$ cat src/bdq_pkg.sv
// bdq_pkg: request and status codes shared by the bounded deque files
// no dependencies
`timescale 1ns / 1ps
`default_nettype none

package bdq_pkg;

  localparam int unsigned REQ_BITS    = 2;
  localparam int unsigned STATUS_BITS = 2;

  localparam logic [REQ_BITS-1:0] REQ_PUSH_FRONT = 2'd0;
  localparam logic [REQ_BITS-1:0] REQ_PUSH_BACK  = 2'd1;
  localparam logic [REQ_BITS-1:0] REQ_POP_FRONT  = 2'd2;
  localparam logic [REQ_BITS-1:0] REQ_POP_BACK   = 2'd3;

  localparam logic [STATUS_BITS-1:0] ST_DONE  = 2'd0;
  localparam logic [STATUS_BITS-1:0] ST_FULL  = 2'd1;
  localparam logic [STATUS_BITS-1:0] ST_EMPTY = 2'd2;

endpackage

`default_nettype wire

$ cat src/bdq_ifs.sv
// bdq_req_if, bdq_rsp_if: valid/ready channels of the bounded deque
// depends on bdq_pkg
`timescale 1ns / 1ps
`default_nettype none

interface bdq_req_if #(
  parameter int unsigned WORD_BITS = 32
) ();
  import bdq_pkg::*;

  logic                        valid;
  logic                        ready;
  logic [REQ_BITS-1:0]         req_type;
  logic signed [WORD_BITS-1:0] push_value;

  modport source (output valid, req_type, push_value, input ready);
  modport sink   (input valid, req_type, push_value, output ready);
endinterface

interface bdq_rsp_if #(
  parameter int unsigned DEPTH     = 16,
  parameter int unsigned WORD_BITS = 32
) ();
  import bdq_pkg::*;

  localparam int unsigned CNT_BITS = $clog2(DEPTH + 1);

  logic                        valid;
  logic                        ready;
  logic signed [WORD_BITS-1:0] pop_value;
  logic [CNT_BITS-1:0]         entry_count;
  logic                        is_empty;
  logic [STATUS_BITS-1:0]      status;

  modport source (output valid, pop_value, entry_count, is_empty, status, input ready);
  modport sink   (input valid, pop_value, entry_count, is_empty, status, output ready);
endinterface

`default_nettype wire

$ cat src/bdq_store.sv
// bdq_store: slot memory, one shared address, registered read
// no dependencies
`timescale 1ns / 1ps
`default_nettype none

module bdq_store #(
  parameter int unsigned DEPTH     = 16,
  parameter int unsigned WORD_BITS = 32
) (
  input  wire logic                         clk_i,
  input  wire logic                         we_i,
  input  wire logic                         re_i,
  input  wire logic [$clog2(DEPTH)-1:0]     addr_i,
  input  wire logic [WORD_BITS-1:0]         wdata_i,
  output      logic [WORD_BITS-1:0]         rdata_o
);

  logic [WORD_BITS-1:0] mem [DEPTH];
  logic [WORD_BITS-1:0] rdata_q;

  always_ff @(posedge clk_i) begin
    if (we_i) begin
      mem[addr_i] <= wdata_i;
    end
    if (re_i) begin
      rdata_q <= mem[addr_i];
    end
  end

  assign rdata_o = rdata_q;

endmodule

`default_nettype wire

$ cat src/bdq_ctrl.sv
// bdq_ctrl: front pointer, entry count, request sequencing and result register
// depends on bdq_pkg, bdq_ifs; drives the port of bdq_store
`timescale 1ns / 1ps
`default_nettype none

module bdq_ctrl #(
  parameter int unsigned DEPTH     = 16,
  parameter int unsigned WORD_BITS = 32
) (
  input  wire logic                     clk_i,
  input  wire logic                     rst_ni,
  bdq_req_if.sink                       req_i,
  bdq_rsp_if.source                     rsp_o,
  output      logic                     mem_we_o,
  output      logic                     mem_re_o,
  output      logic [$clog2(DEPTH)-1:0] mem_addr_o,
  output      logic [WORD_BITS-1:0]     mem_wdata_o,
  input  wire logic [WORD_BITS-1:0]     mem_rdata_i
);
  import bdq_pkg::*;

  localparam int unsigned PTR_BITS = $clog2(DEPTH);
  localparam int unsigned CNT_BITS = $clog2(DEPTH + 1);
  localparam int unsigned SUM_BITS = CNT_BITS + 1;

  localparam logic S_IDLE = 1'b0;
  localparam logic S_HOLD = 1'b1;

  logic                   state_q, state_d;
  logic [PTR_BITS-1:0]    front_q, front_d;
  logic [CNT_BITS-1:0]    count_q, count_d;
  logic [STATUS_BITS-1:0] hold_status_q, hold_status_d;
  logic                   hold_pop_q, hold_pop_d;

  logic                   out_valid_q, out_valid_d;
  logic [WORD_BITS-1:0]   out_value_q;
  logic [CNT_BITS-1:0]    out_count_q;
  logic                   out_empty_q;
  logic [STATUS_BITS-1:0] out_status_q;

  logic                   accept;
  logic                   load_out;
  logic                   is_full;
  logic                   is_none;
  logic [PTR_BITS-1:0]    front_inc;
  logic [PTR_BITS-1:0]    front_dec;
  logic [SUM_BITS-1:0]    end_sum;
  logic [SUM_BITS-1:0]    last_sum;
  logic [PTR_BITS-1:0]    end_pos;
  logic [PTR_BITS-1:0]    last_pos;

  assign req_i.ready = (state_q == S_IDLE);
  assign accept      = req_i.valid && req_i.ready;
  assign load_out    = (state_q == S_HOLD) && (!out_valid_q || rsp_o.ready);

  assign is_full = (count_q == CNT_BITS'(DEPTH));
  assign is_none = (count_q == '0);

  // ring positions; end sum below twice the depth, last sum too if nonempty
  assign front_inc = (front_q == PTR_BITS'(DEPTH - 1)) ? '0 : front_q + 1'b1;
  assign front_dec = (front_q == '0) ? PTR_BITS'(DEPTH - 1) : front_q - 1'b1;
  assign end_sum   = SUM_BITS'(front_q) + SUM_BITS'(count_q);
  assign last_sum  = end_sum - 1'b1;
  assign end_pos   = (end_sum >= SUM_BITS'(DEPTH)) ?
                     PTR_BITS'(end_sum - SUM_BITS'(DEPTH)) : PTR_BITS'(end_sum);
  assign last_pos  = (last_sum >= SUM_BITS'(DEPTH)) ?
                     PTR_BITS'(last_sum - SUM_BITS'(DEPTH)) : PTR_BITS'(last_sum);

  assign mem_wdata_o = req_i.push_value;

  always_comb begin
    state_d       = state_q;
    front_d       = front_q;
    count_d       = count_q;
    hold_status_d = hold_status_q;
    hold_pop_d    = hold_pop_q;
    mem_we_o      = 1'b0;
    mem_re_o      = 1'b0;
    mem_addr_o    = front_q;
    if (accept) begin
      state_d       = S_HOLD;
      hold_status_d = ST_DONE;
      hold_pop_d    = 1'b0;
      case (req_i.req_type)
        REQ_PUSH_FRONT: begin
          if (is_full) begin
            hold_status_d = ST_FULL;
          end else begin
            mem_we_o   = 1'b1;
            mem_addr_o = front_dec;
            front_d    = front_dec;
            count_d    = count_q + 1'b1;
          end
        end
        REQ_PUSH_BACK: begin
          if (is_full) begin
            hold_status_d = ST_FULL;
          end else begin
            mem_we_o   = 1'b1;
            mem_addr_o = end_pos;
            count_d    = count_q + 1'b1;
          end
        end
        REQ_POP_FRONT: begin
          if (is_none) begin
            hold_status_d = ST_EMPTY;
          end else begin
            mem_re_o   = 1'b1;
            mem_addr_o = front_q;
            front_d    = front_inc;
            count_d    = count_q - 1'b1;
            hold_pop_d = 1'b1;
          end
        end
        REQ_POP_BACK: begin
          if (is_none) begin
            hold_status_d = ST_EMPTY;
          end else begin
            mem_re_o   = 1'b1;
            mem_addr_o = last_pos;
            count_d    = count_q - 1'b1;
            hold_pop_d = 1'b1;
          end
        end
        default: begin
          hold_status_d = ST_DONE;
        end
      endcase
    end else if (load_out) begin
      state_d = S_IDLE;
    end
  end

  always_comb begin
    if (load_out) begin
      out_valid_d = 1'b1;
    end else if (rsp_o.ready) begin
      out_valid_d = 1'b0;
    end else begin
      out_valid_d = out_valid_q;
    end
  end

  always_ff @(posedge clk_i or negedge rst_ni) begin
    if (!rst_ni) begin
      state_q       <= S_IDLE;
      front_q       <= '0;
      count_q       <= '0;
      hold_status_q <= ST_DONE;
      hold_pop_q    <= 1'b0;
      out_valid_q   <= 1'b0;
    end else begin
      state_q       <= state_d;
      front_q       <= front_d;
      count_q       <= count_d;
      hold_status_q <= hold_status_d;
      hold_pop_q    <= hold_pop_d;
      out_valid_q   <= out_valid_d;
    end
  end

  // read data stays in the store's output register until the result loads
  always_ff @(posedge clk_i) begin
    if (load_out) begin
      out_value_q  <= hold_pop_q ? mem_rdata_i : '0;
      out_count_q  <= count_q;
      out_empty_q  <= (count_q == '0);
      out_status_q <= hold_status_q;
    end
  end

  assign rsp_o.valid       = out_valid_q;
  assign rsp_o.pop_value   = out_value_q;
  assign rsp_o.entry_count = out_count_q;
  assign rsp_o.is_empty    = out_empty_q;
  assign rsp_o.status      = out_status_q;

  count_in_range: assert property (@(posedge clk_i) disable iff (!rst_ni)
    count_q <= CNT_BITS'(DEPTH))
    else $error("entry count above depth");

  accept_holds: assert property (@(posedge clk_i) disable iff (!rst_ni)
    accept |=> (state_q == S_HOLD) && !req_i.ready)
    else $error("transfer accepted without entering hold");

  pop_changes_count: assert property (@(posedge clk_i) disable iff (!rst_ni)
    (accept && mem_re_o) |=> (count_q == $past(count_q) - 1'b1) && hold_pop_q)
    else $error("pop read without count decrement");

  empty_result_clean: assert property (@(posedge clk_i) disable iff (!rst_ni)
    (out_valid_q && out_status_q == ST_EMPTY) |->
      (out_count_q == '0) && out_empty_q && (out_value_q == '0))
    else $error("pop on empty with nonzero result");

  full_result_clean: assert property (@(posedge clk_i) disable iff (!rst_ni)
    (out_valid_q && out_status_q == ST_FULL) |->
      (out_count_q == CNT_BITS'(DEPTH)) && (out_value_q == '0))
    else $error("dropped push with wrong result");

endmodule

`default_nettype wire

$ cat src/bounded_deque.sv
// bounded_deque: push or pop at either end of a ring of DEPTH signed words
// results are registered: an accepted request waits in the hold state
// until the output register is free, then loads it; requests are taken only while idle
// a new request is taken while the previous result still waits in the output register
// reset clears the front pointer and the count; slot contents stay undefined, no clear pass
`timescale 1ns / 1ps
`default_nettype none

module bounded_deque #(
  parameter int unsigned DEPTH     = 16,
  parameter int unsigned WORD_BITS = 32
) (
  input  wire logic clk_i,
  input  wire logic rst_ni,
  bdq_req_if.sink   req_i,
  bdq_rsp_if.source rsp_o
);
  import bdq_pkg::*;

  localparam int unsigned PTR_BITS = $clog2(DEPTH);

  logic                 mem_we;
  logic                 mem_re;
  logic [PTR_BITS-1:0]  mem_addr;
  logic [WORD_BITS-1:0] mem_wdata;
  logic [WORD_BITS-1:0] mem_rdata;

  bdq_ctrl #(
    .DEPTH     (DEPTH),
    .WORD_BITS (WORD_BITS)
  ) u_ctrl (
    .clk_i       (clk_i),
    .rst_ni      (rst_ni),
    .req_i       (req_i),
    .rsp_o       (rsp_o),
    .mem_we_o    (mem_we),
    .mem_re_o    (mem_re),
    .mem_addr_o  (mem_addr),
    .mem_wdata_o (mem_wdata),
    .mem_rdata_i (mem_rdata)
  );

  bdq_store #(
    .DEPTH     (DEPTH),
    .WORD_BITS (WORD_BITS)
  ) u_store (
    .clk_i   (clk_i),
    .we_i    (mem_we),
    .re_i    (mem_re),
    .addr_i  (mem_addr),
    .wdata_i (mem_wdata),
    .rdata_o (mem_rdata)
  );

endmodule

`default_nettype wire
$ cat src/flat_wrapper.sv
// flat-port wrapper written by rule: the top's interface ports become plain ports
module bounded_deque_flat import bdq_pkg::*;
#(
  parameter int unsigned DEPTH     = 16,
  parameter int unsigned WORD_BITS = 32
)
  (clk_i, rst_ni, req_i_valid, req_i_req_type, req_i_push_value, req_i_ready, rsp_o_valid, rsp_o_pop_value, rsp_o_entry_count, rsp_o_is_empty, rsp_o_status, rsp_o_ready);
  bdq_req_if #(.WORD_BITS(WORD_BITS)) req_i_i ();
  bdq_rsp_if #(.DEPTH(DEPTH), .WORD_BITS(WORD_BITS)) rsp_o_i ();
  input  wire logic clk_i;
  input  wire logic rst_ni;
  input wire logic [$bits(req_i_i.valid)-1:0] req_i_valid;
  input wire logic [$bits(req_i_i.req_type)-1:0] req_i_req_type;
  input wire logic [$bits(req_i_i.push_value)-1:0] req_i_push_value;
  output wire logic [$bits(req_i_i.ready)-1:0] req_i_ready;
  output wire logic [$bits(rsp_o_i.valid)-1:0] rsp_o_valid;
  output wire logic [$bits(rsp_o_i.pop_value)-1:0] rsp_o_pop_value;
  output wire logic [$bits(rsp_o_i.entry_count)-1:0] rsp_o_entry_count;
  output wire logic [$bits(rsp_o_i.is_empty)-1:0] rsp_o_is_empty;
  output wire logic [$bits(rsp_o_i.status)-1:0] rsp_o_status;
  input wire logic [$bits(rsp_o_i.ready)-1:0] rsp_o_ready;
  assign req_i_i.valid = req_i_valid;
  assign req_i_i.req_type = req_i_req_type;
  assign req_i_i.push_value = req_i_push_value;
  assign req_i_ready = req_i_i.ready;
  assign rsp_o_valid = rsp_o_i.valid;
  assign rsp_o_pop_value = rsp_o_i.pop_value;
  assign rsp_o_entry_count = rsp_o_i.entry_count;
  assign rsp_o_is_empty = rsp_o_i.is_empty;
  assign rsp_o_status = rsp_o_i.status;
  assign rsp_o_i.ready = rsp_o_ready;
  bounded_deque #(.DEPTH(DEPTH), .WORD_BITS(WORD_BITS)) u_core (.clk_i(clk_i), .rst_ni(rst_ni), .req_i(req_i_i), .rsp_o(rsp_o_i));
endmodule
$ cat config.mk
export PLATFORM = sky130hd
export DESIGN_NAME = bounded_deque_flat
export DESIGN_NICKNAME = d
export VERILOG_FILES = /design/src/bdq_pkg.sv /design/src/bdq_ifs.sv /design/src/bdq_store.sv /design/src/bdq_ctrl.sv /design/src/bounded_deque.sv /design/src/flat_wrapper.sv
export SDC_FILE = /design/constraint.sdc
export NUM_CORES = 1
export LEC_CHECK = 0
export ABC_AREA = 0
export BUFFER_PORTS_ARGS = -buffer_cell sky130_fd_sc_hd__buf_2
export CORE_MARGIN = 1.5
export CORE_UTILIZATION = 61
export DETAILED_ROUTE_END_ITERATION = 8
export PLACE_DENSITY = 0.79
export SLEW_MARGIN = 40
export SYNTH_ARGS = -nofsm -noshare
export SYNTH_HDL_FRONTEND = slang
export SYNTH_HIERARCHICAL = 1
export SYNTH_SLANG_ARGS = --single-unit
$ cat constraint.sdc
create_clock -name clk_i -period 7.2 [get_ports clk_i]
set_input_delay 0.36 -clock clk_i [delete_from_list [all_inputs] [get_ports clk_i]]
set_output_delay 0.36 -clock clk_i [all_outputs]
set_load 0.005 [all_outputs]
# ---- Yosys cells after proc, flatten, opt, wreduce, memory -nomap -nowiden
# Memory sizes are Yosys's and may differ from the RTL's. A register that Yosys moved wholly into a read port is not among the register bits.
# Cells that the tools add are included.
dict set report totals {
  ram_bits 512
  elab_cells 73
  in_bits 38
  out_inout_bits 42
  regBits 54
  n_memories 1
}
dict set report classes {
  add_sub_neg 8
  eq_ne 8
  n_lt_le_gt_ge 2
  n_bitwise 1
  mux 29
  n_reduce_logical 14
}
# name depth width read_ports rd_ports_with_merged_regs wr line
set mem_list {}
lappend mem_list {u_core.u_store.mem 16 32 1 1 1 bdq_store.sv:18} ;# logic [WORD_BITS-1:0] mem [DEPTH];
# op n
set ops {}
lappend ops {{$mux W4} 9}
lappend ops {{$pmux W4 S4} 1}
lappend ops {{$mux W1} 13}
lappend ops {{$ge A6 B5 Y1 const B} 2}
lappend ops {{$sub A4 B1 Y4 const B} 3}
lappend ops {{$mux W5} 2}
lappend ops {{$pmux W5 S2} 1}
lappend ops {{$pmux W4 S2} 1}
lappend ops {{$add A4 B5 Y6} 1}
lappend ops {{$ne A2 B2 Y1 const B} 3}
lappend ops {{$reduce_and A3 Y1} 2}
lappend ops {{$reduce_bool A2 Y1} 3}
lappend ops {{$sub A6 B1 Y6 const B} 1}
lappend ops {{$add A5 B1 Y5 const B} 1}
lappend ops {{$eq A5 B5 Y1 const B} 1}
lappend ops {{$logic_not A5 Y1} 1}
lappend ops {{$sub A5 B1 Y5 const B} 1}
lappend ops {{$add A4 B1 Y4 const B} 1}
lappend ops {{$eq A2 B2 Y1 const B} 2}
lappend ops {{$eq A4 B4 Y1 const B} 1}
lappend ops {{$logic_not A4 Y1} 1}
lappend ops {{$pmux W2 S2} 1}
lappend ops {{$reduce_or A2 Y1} 2}
lappend ops {{$eq A2 B1 Y1 const B} 1}
lappend ops {{6 further kinds} 7}

# ---- Logic depth before layout (Yosys ltp)
dict set report logic_depth {
  depth_word 7
  ltp_mapped 14
  ltp_nobuf 10
}

# ---- Hierarchy
# Netlist, hierarchy kept.
# mod n_inst area_per_inst_um2 cells_per_inst seq_area_each_um2
set modules_own_cells {}
lappend modules_own_cells {bdq_store 1 20183.1 840 16335.7}
lappend modules_own_cells {bdq_ctrl 1 2981.6 263 1551.5}

# ---- Worst setup path after synthesis
# OpenSTA, ideal clock, no wires.
dict set report synth_path {
  path_kind {register to register}
  from {register u_core.u_ctrl.count_q[0]}
  to {memory u_core.u_store.mem[0][0] (enable)}
  setup_ns 0.461
  n_path_buf 0
  required_time_ns 6.739
  synth_period_minus_slack_ns 5.200
  arrival_time_ns 4.739
  setup_slack_ns 2.000
  path_stages_with_launch 10
  path_cell_list {dfrtp_1 -> ha_1 -> fa_1 -> xor2_1 -> nor3_1 -> xnor3_1 -> o2111ai_1 -> o211ai_2 -> or3b_2 -> nor3_1}
}
dict set report synth_between {
  elab_chain_len 7
  elab_cells_between_ends 20
  cone_classes {add/sub: 4; order compare: 2; eq/ne: 1; mux: 12; reduce/logical: 1}
}
# element line
set synth_lines {}
lappend synth_lines {{start: declaration} bdq_ctrl.sv:31} ;# logic [CNT_BITS-1:0] count_q, count_d;
lappend synth_lines {{start signal: assignment} bdq_ctrl.sv:155} ;# count_q <= count_d;
lappend synth_lines {{$add A4 B5 Y6} bdq_ctrl.sv:62} ;# assign end_sum = SUM_BITS'(front_q) + SUM_BITS'(count_q);
lappend synth_lines {{$sub A6 B1 Y6} bdq_ctrl.sv:63} ;# assign last_sum = end_sum - 1'b1;
lappend synth_lines {{$ge A6 B5 Y1 or $sub A4 B1 Y4 (tied branches)} {bdq_ctrl.sv:66, bdq_ctrl.sv:67}}
lappend synth_lines {{$mux W4} bdq_ctrl.sv:66} ;# assign last_pos = (last_sum >= SUM_BITS'(DEPTH)) ?
lappend synth_lines {{$mux W4} bdq_ctrl.sv:116} ;# if (is_none) begin
lappend synth_lines {{$pmux W4 S4 *} bdq_ctrl.sv:84} ;# case (req_i.req_type)
lappend synth_lines {{$mux W4 *} bdq_ctrl.sv:80} ;# if (accept) begin
lappend synth_lines {{net u_core.mem_addr[3]} bounded_deque.sv:24} ;# logic [PTR_BITS-1:0] mem_addr;
lappend synth_lines {{end: declaration} bdq_store.sv:18}
# The timed path passes the listed nets; every way through them passes the cells marked *.

# ---- Worst setup path after layout
dict set report layout_path {
  from {register u_core.u_ctrl.front_q[0]}
  to {memory u_core.u_store.mem[7][15] (enable)}
}
dict set report layout_between {
  elab_chain_len 7
  elab_cells_between_ends 16
  cone_classes {add/sub: 5; order compare: 2; mux: 8; reduce/logical: 1}
}
# element line
set layout_lines {}
lappend layout_lines {{start: declaration} bdq_ctrl.sv:30} ;# logic [PTR_BITS-1:0] front_q, front_d;
lappend layout_lines {{start signal: assignment} bdq_ctrl.sv:154} ;# front_q <= front_d;
lappend layout_lines {{$add A4 B5 Y6} bdq_ctrl.sv:62}
lappend layout_lines {{$sub A6 B1 Y6} bdq_ctrl.sv:63}
lappend layout_lines {{$ge A6 B5 Y1 or $sub A4 B1 Y4 (tied branches)} {bdq_ctrl.sv:66, bdq_ctrl.sv:67}}
lappend layout_lines {{$mux W4} bdq_ctrl.sv:66}
lappend layout_lines {{$mux W4} bdq_ctrl.sv:116}
lappend layout_lines {{$pmux W4 S4 *} bdq_ctrl.sv:84}
lappend layout_lines {{$mux W4 *} bdq_ctrl.sv:80}
lappend layout_lines {{net u_core.mem_addr[1]} bounded_deque.sv:24}
# Marked as above.

==> key figures <==
Job
  – Max capacitance violation total: 0

Hold path
  – Classification of the worst-slack hold path: in -> reg
  – Hold Path Depth: 3
  – WHS Endpoint: u_core/u_ctrl/rsp_o.valid
  – Start point of the worst min-delay path: rsp_o_ready

Placed design
  – Hpwl dp: 27.7 mm
  – Worst slack, placed: 2.50 ns
  – Port bufs: 79
  – Routability cong.: between 0.8 and 0.9

Cells and area
  – Fraction of layout cells with a size suffix above 1: a little under 30%
  – Number of nets at the end of the flow: 1,242
  – Fillers: 2,218
  – Leading cell type in the layout, fill and taps excluded: sky130_fd_sc_hd__edfxtp_1
  – Multi-input gate area in the final layout: 4880 µm²
  – Commonest cells after routing, fill and taps aside: sky130_fd_sc_hd__edfxtp_1 (584), sky130_fd_sc_hd__mux4_2 (128), sky130_fd_sc_hd__buf_2 (79)
  – Area growth from synthesis to final layout: 14.2%
  – Sequential cell area: 17,900 µm²
  – Final antenna diode count: 0

Pwr
  – Pwr dens: 385 nW/µm²
  – Leakage power figure: ~8.7 nW
  – Worst VDD drop: about 0.00022 V

Timing
  – Part of the cycle the worst path needs: 66.5%
  – Final count of pins violating max slew: 0
  – Time the final worst path needs with I/O delays and setup: 4.79 ns
  – Finish-stage setup viols: 0
  – Unrepaired setup endpoints after global routing: no
  – Clock tree skew after final layout: about 0.019 ns
  – Final hold vios: 0
  – Worst-margin pin slew: 0.761 ns
  – Final sum of negative setup slack: 0 ns
  – Max Clock Freq: ~210 MHz
  – Worst setup margin: 2.41 ns
  – Relative slew slack: about half

Global route
  – Wire length of the first global-routing pass: 74.8 mm
  – Overflow left after global routing: 0
  – Gr usage total: 26.8%
  – Largest net degree at the start of global routing: 51
  – Vias in the first global route: 11,800
  – Initial antenna violation count: 1

Synthesis
  – Count of different cell masters after synthesis: 55
  – Synthesized flop and latch total: 598
  – Number of flops mapped to enable cells by yosys: 584
  – Ys async rst share: 2.34%
  – Proportion of synthesized chip area in sequential cells: 77.2%
  – Post-Synthesis Mean Instance Area: ~21 µm²
  – Mapped cell area: ~23,000 µm²
  – Most frequently used flop master after synthesis: sky130_fd_sc_hd__edfxtp_1
  – Count of mapped cells out of synthesis: 1,103
  – Number of nets produced by synthesis: 1,152
  – Yosys synthesis warning count: 6

Floorplan
  – Total Die Area: 39,200 µm²
  – Horizontal die dimension: 198 µm
  – Starting Density: 61.8%
  – Cell row count: 71
  – Area inside the core boundary: approximately 37,000 µm²
  – Vertical die dimension: 198 µm
  – Boundary Pins: 80

Clock tree
  – Clock tree from TritonCTS: built
  – CTS root buffer: sky130_fd_sc_hd__clkbuf_16
  – Number of buffers on the longest clock path: 3
  – Htree depth: 2
  – Post CTS Setup Buffer Count: 0
  – Total clock sinks: 598
  – Number of buffers created by CTS: 56
  – Clock-pin slew on the worst setup and hold paths: 0.06 ns
  – Insertion delay of the later-clocked pin in the worst-skew pair: 0.61 ns

Setup path
  – Capturing element type of the critical path: register
  – Reg2Reg Setup Slack: 2.41 ns
  – Worst Path Class, Setup: reg -> reg
  – Maximum fanout along the worst path: 50
  – Startpoint type of the worst setup path: register
  – Worst r2r path cells: 11
  – Worst R2R End: u_core/u_store/mem[7][15]
  – R2r startpoint: u_core/u_ctrl/front_q[0]
  – Arrival time reported for the critical path endpoint: 5.06 ns
  – Required @ worst endpoint: roughly 7.5 ns

Drt
  – Drt via density: 6.44
  – Average wire length per cell after detail routing: 28.7 µm
  – Via count: between 10,000 and 15,000
  – Number of search-and-repair iterations in the first detailed-routing pass: 5
  – Wire length reported by the detailed router: 50.3 mm
  – Initial DRC count: between 1,000 and 1,500
  – Number of DRC violations after detailed routing: 0
  – Remaining number of nets flagged by the antenna check after routing: 0

Run status
  – Run status: finished clean
flip-flops by register name (all words and copies together), names as in the netlist:
| register | flops |
|---|---|
| u_core/u_ctrl/rsp_o.status | 2 |
| u_core/u_ctrl/rsp_o.is_empty | 1 |
| u_core/u_store/rdata_o | 32 |
| u_core/u_ctrl/rsp_o.valid | 1 |
| u_core/u_ctrl/state_q | 1 |
| u_core/u_ctrl/count_q | 5 |
| u_core/u_ctrl/hold_status_q | 2 |
| u_core/u_ctrl/rsp_o.entry_count | 5 |
| u_core/u_store/mem | 512 |
| u_core/u_ctrl/hold_pop_q | 1 |
| u_core/u_ctrl/rsp_o.pop_value | 32 |
| u_core/u_ctrl/front_q | 4 |
worst max-delay path by stage:
stage          slack, ns                        end  cells past startpoint                startpoint
2_1_floorplan       2.00   u_core/u_store/mem[0][0]                      9  u_core/u_ctrl/count_q[0]
3_3_place_gp        2.53  u_core/u_store/mem[3][16]                     10  u_core/u_ctrl/front_q[0]
3_5_place_dp        2.50   u_core/u_store/mem[7][5]                     11  u_core/u_ctrl/front_q[0]
4_1_cts             2.40  u_core/u_store/mem[7][15]                     11  u_core/u_ctrl/front_q[0]
5_1_grt             2.23  u_core/u_store/mem[7][15]                     11  u_core/u_ctrl/front_q[0]
6_report            2.41  u_core/u_store/mem[7][15]                     11  u_core/u_ctrl/front_q[0]
timing repair:
item / CTS / global route
hold buffers: 1 / 0
endpoints found under the hold margin: 14 / 0
resized for setup: 0 / 0
final cells by class:
type	count	share of cell area (%)
clock buffers	67	5.53
repair buffers	123	4.12
clock inverters	37	1.71
well taps	511	2.42
inverters	9	0.128
multi-input cells	405	18.5
flip-flops and latches	598	67.6
synthesized netlist by cell type (5+ instances only):
library cell / instances / area [µm²]
sky130_fd_sc_hd__edfxtp_1: 584 / 17500
sky130_fd_sc_hd__mux4_2: 128 / 2880
sky130_fd_sc_hd__a22oi_1: 64 / 480
sky130_fd_sc_hd__nand2_1: 46 / 173
sky130_fd_sc_hd__clkbuf_1: 40 / 150
sky130_fd_sc_hd__and2_1: 35 / 219
sky130_fd_sc_hd__buf_4: 33 / 248
sky130_fd_sc_hd__nor2_1: 21 / 78.8
sky130_fd_sc_hd__dfrtp_1: 14 / 350
sky130_fd_sc_hd__a21oi_1: 13 / 65.1
sky130_fd_sc_hd__buf_2: 11 / 55.1
sky130_fd_sc_hd__o21ai_0: 10 / 50.1
sky130_fd_sc_hd__ha_1: 9 / 113
sky130_fd_sc_hd__inv_1: 8 / 30.0
sky130_fd_sc_hd__nor3_1: 7 / 35.0
sky130_fd_sc_hd__buf_6: 6 / 67.6
sky130_fd_sc_hd__nand3_1: 6 / 30.0
sky130_fd_sc_hd__xnor2_1: 5 / 43.8
per-stage QoR:
step	util (%)	instance area (µm²)	total power, mW	hold WS, ns	std cells
floorplan	-	23200	6.28	0.0644	1103
global placement	64.0	24000	6.90	0.283	1621
detailed placement	65.3	24500	7.11	0.285	1644
CTS	70.5	26400	10.2	0.0402	1749
global route	70.6	26500	10.6	0.0983	1750
finish	70.6	26500	10.2	0.0654	1750
power by group:
group          switching, mW  total (mW)  internal, mW
sequential             0.125        4.28          4.15
combinational           1.58        2.84          1.26
clock                   1.24        3.05          1.81
metal layers:
metal | global-route usage (%) | vias up | wire (µm)
li1 | - | 4687 | -
met1 | 35.4 | 5881 | 18600
met2 | 46.2 | 608 | 26200
met3 | 4.36 | 89 | 4120
met4 | 8.54 | 2 | 1290
met5 | 0 | - | 14
logic make-up after synthesis:
| family | synth area share, % |
|---|---|
| buffers and inverters | 2.41 |
| adder cells (fa/ha/maj) | 0.659 |
| XOR/XNOR | 0.400 |
| AND/OR/NAND/NOR | 2.90 |
| AO/OA/AOI/OAI | 3.70 |
| multiplexers | 12.7 |
| flip-flops | 77.2 |
critical path, stage by stage, from the launching register on:
cell and delay [ns]:
sky130_fd_sc_hd__dfrtp_1 0.51, sky130_fd_sc_hd__ha_1 0.29, sky130_fd_sc_hd__fa_1 0.54, sky130_fd_sc_hd__inv_1 0.06
sky130_fd_sc_hd__ha_1 0.28, sky130_fd_sc_hd__o21a_1 0.19, sky130_fd_sc_hd__a41o_1 0.23, sky130_fd_sc_hd__a21oi_4 0.15
sky130_fd_sc_hd__buf_4 0.59, sky130_fd_sc_hd__nand2_1 0.47, sky130_fd_sc_hd__nor2_4 0.68, sky130_fd_sc_hd__buf_4 0.44
(Power assumes the default switching activity.)
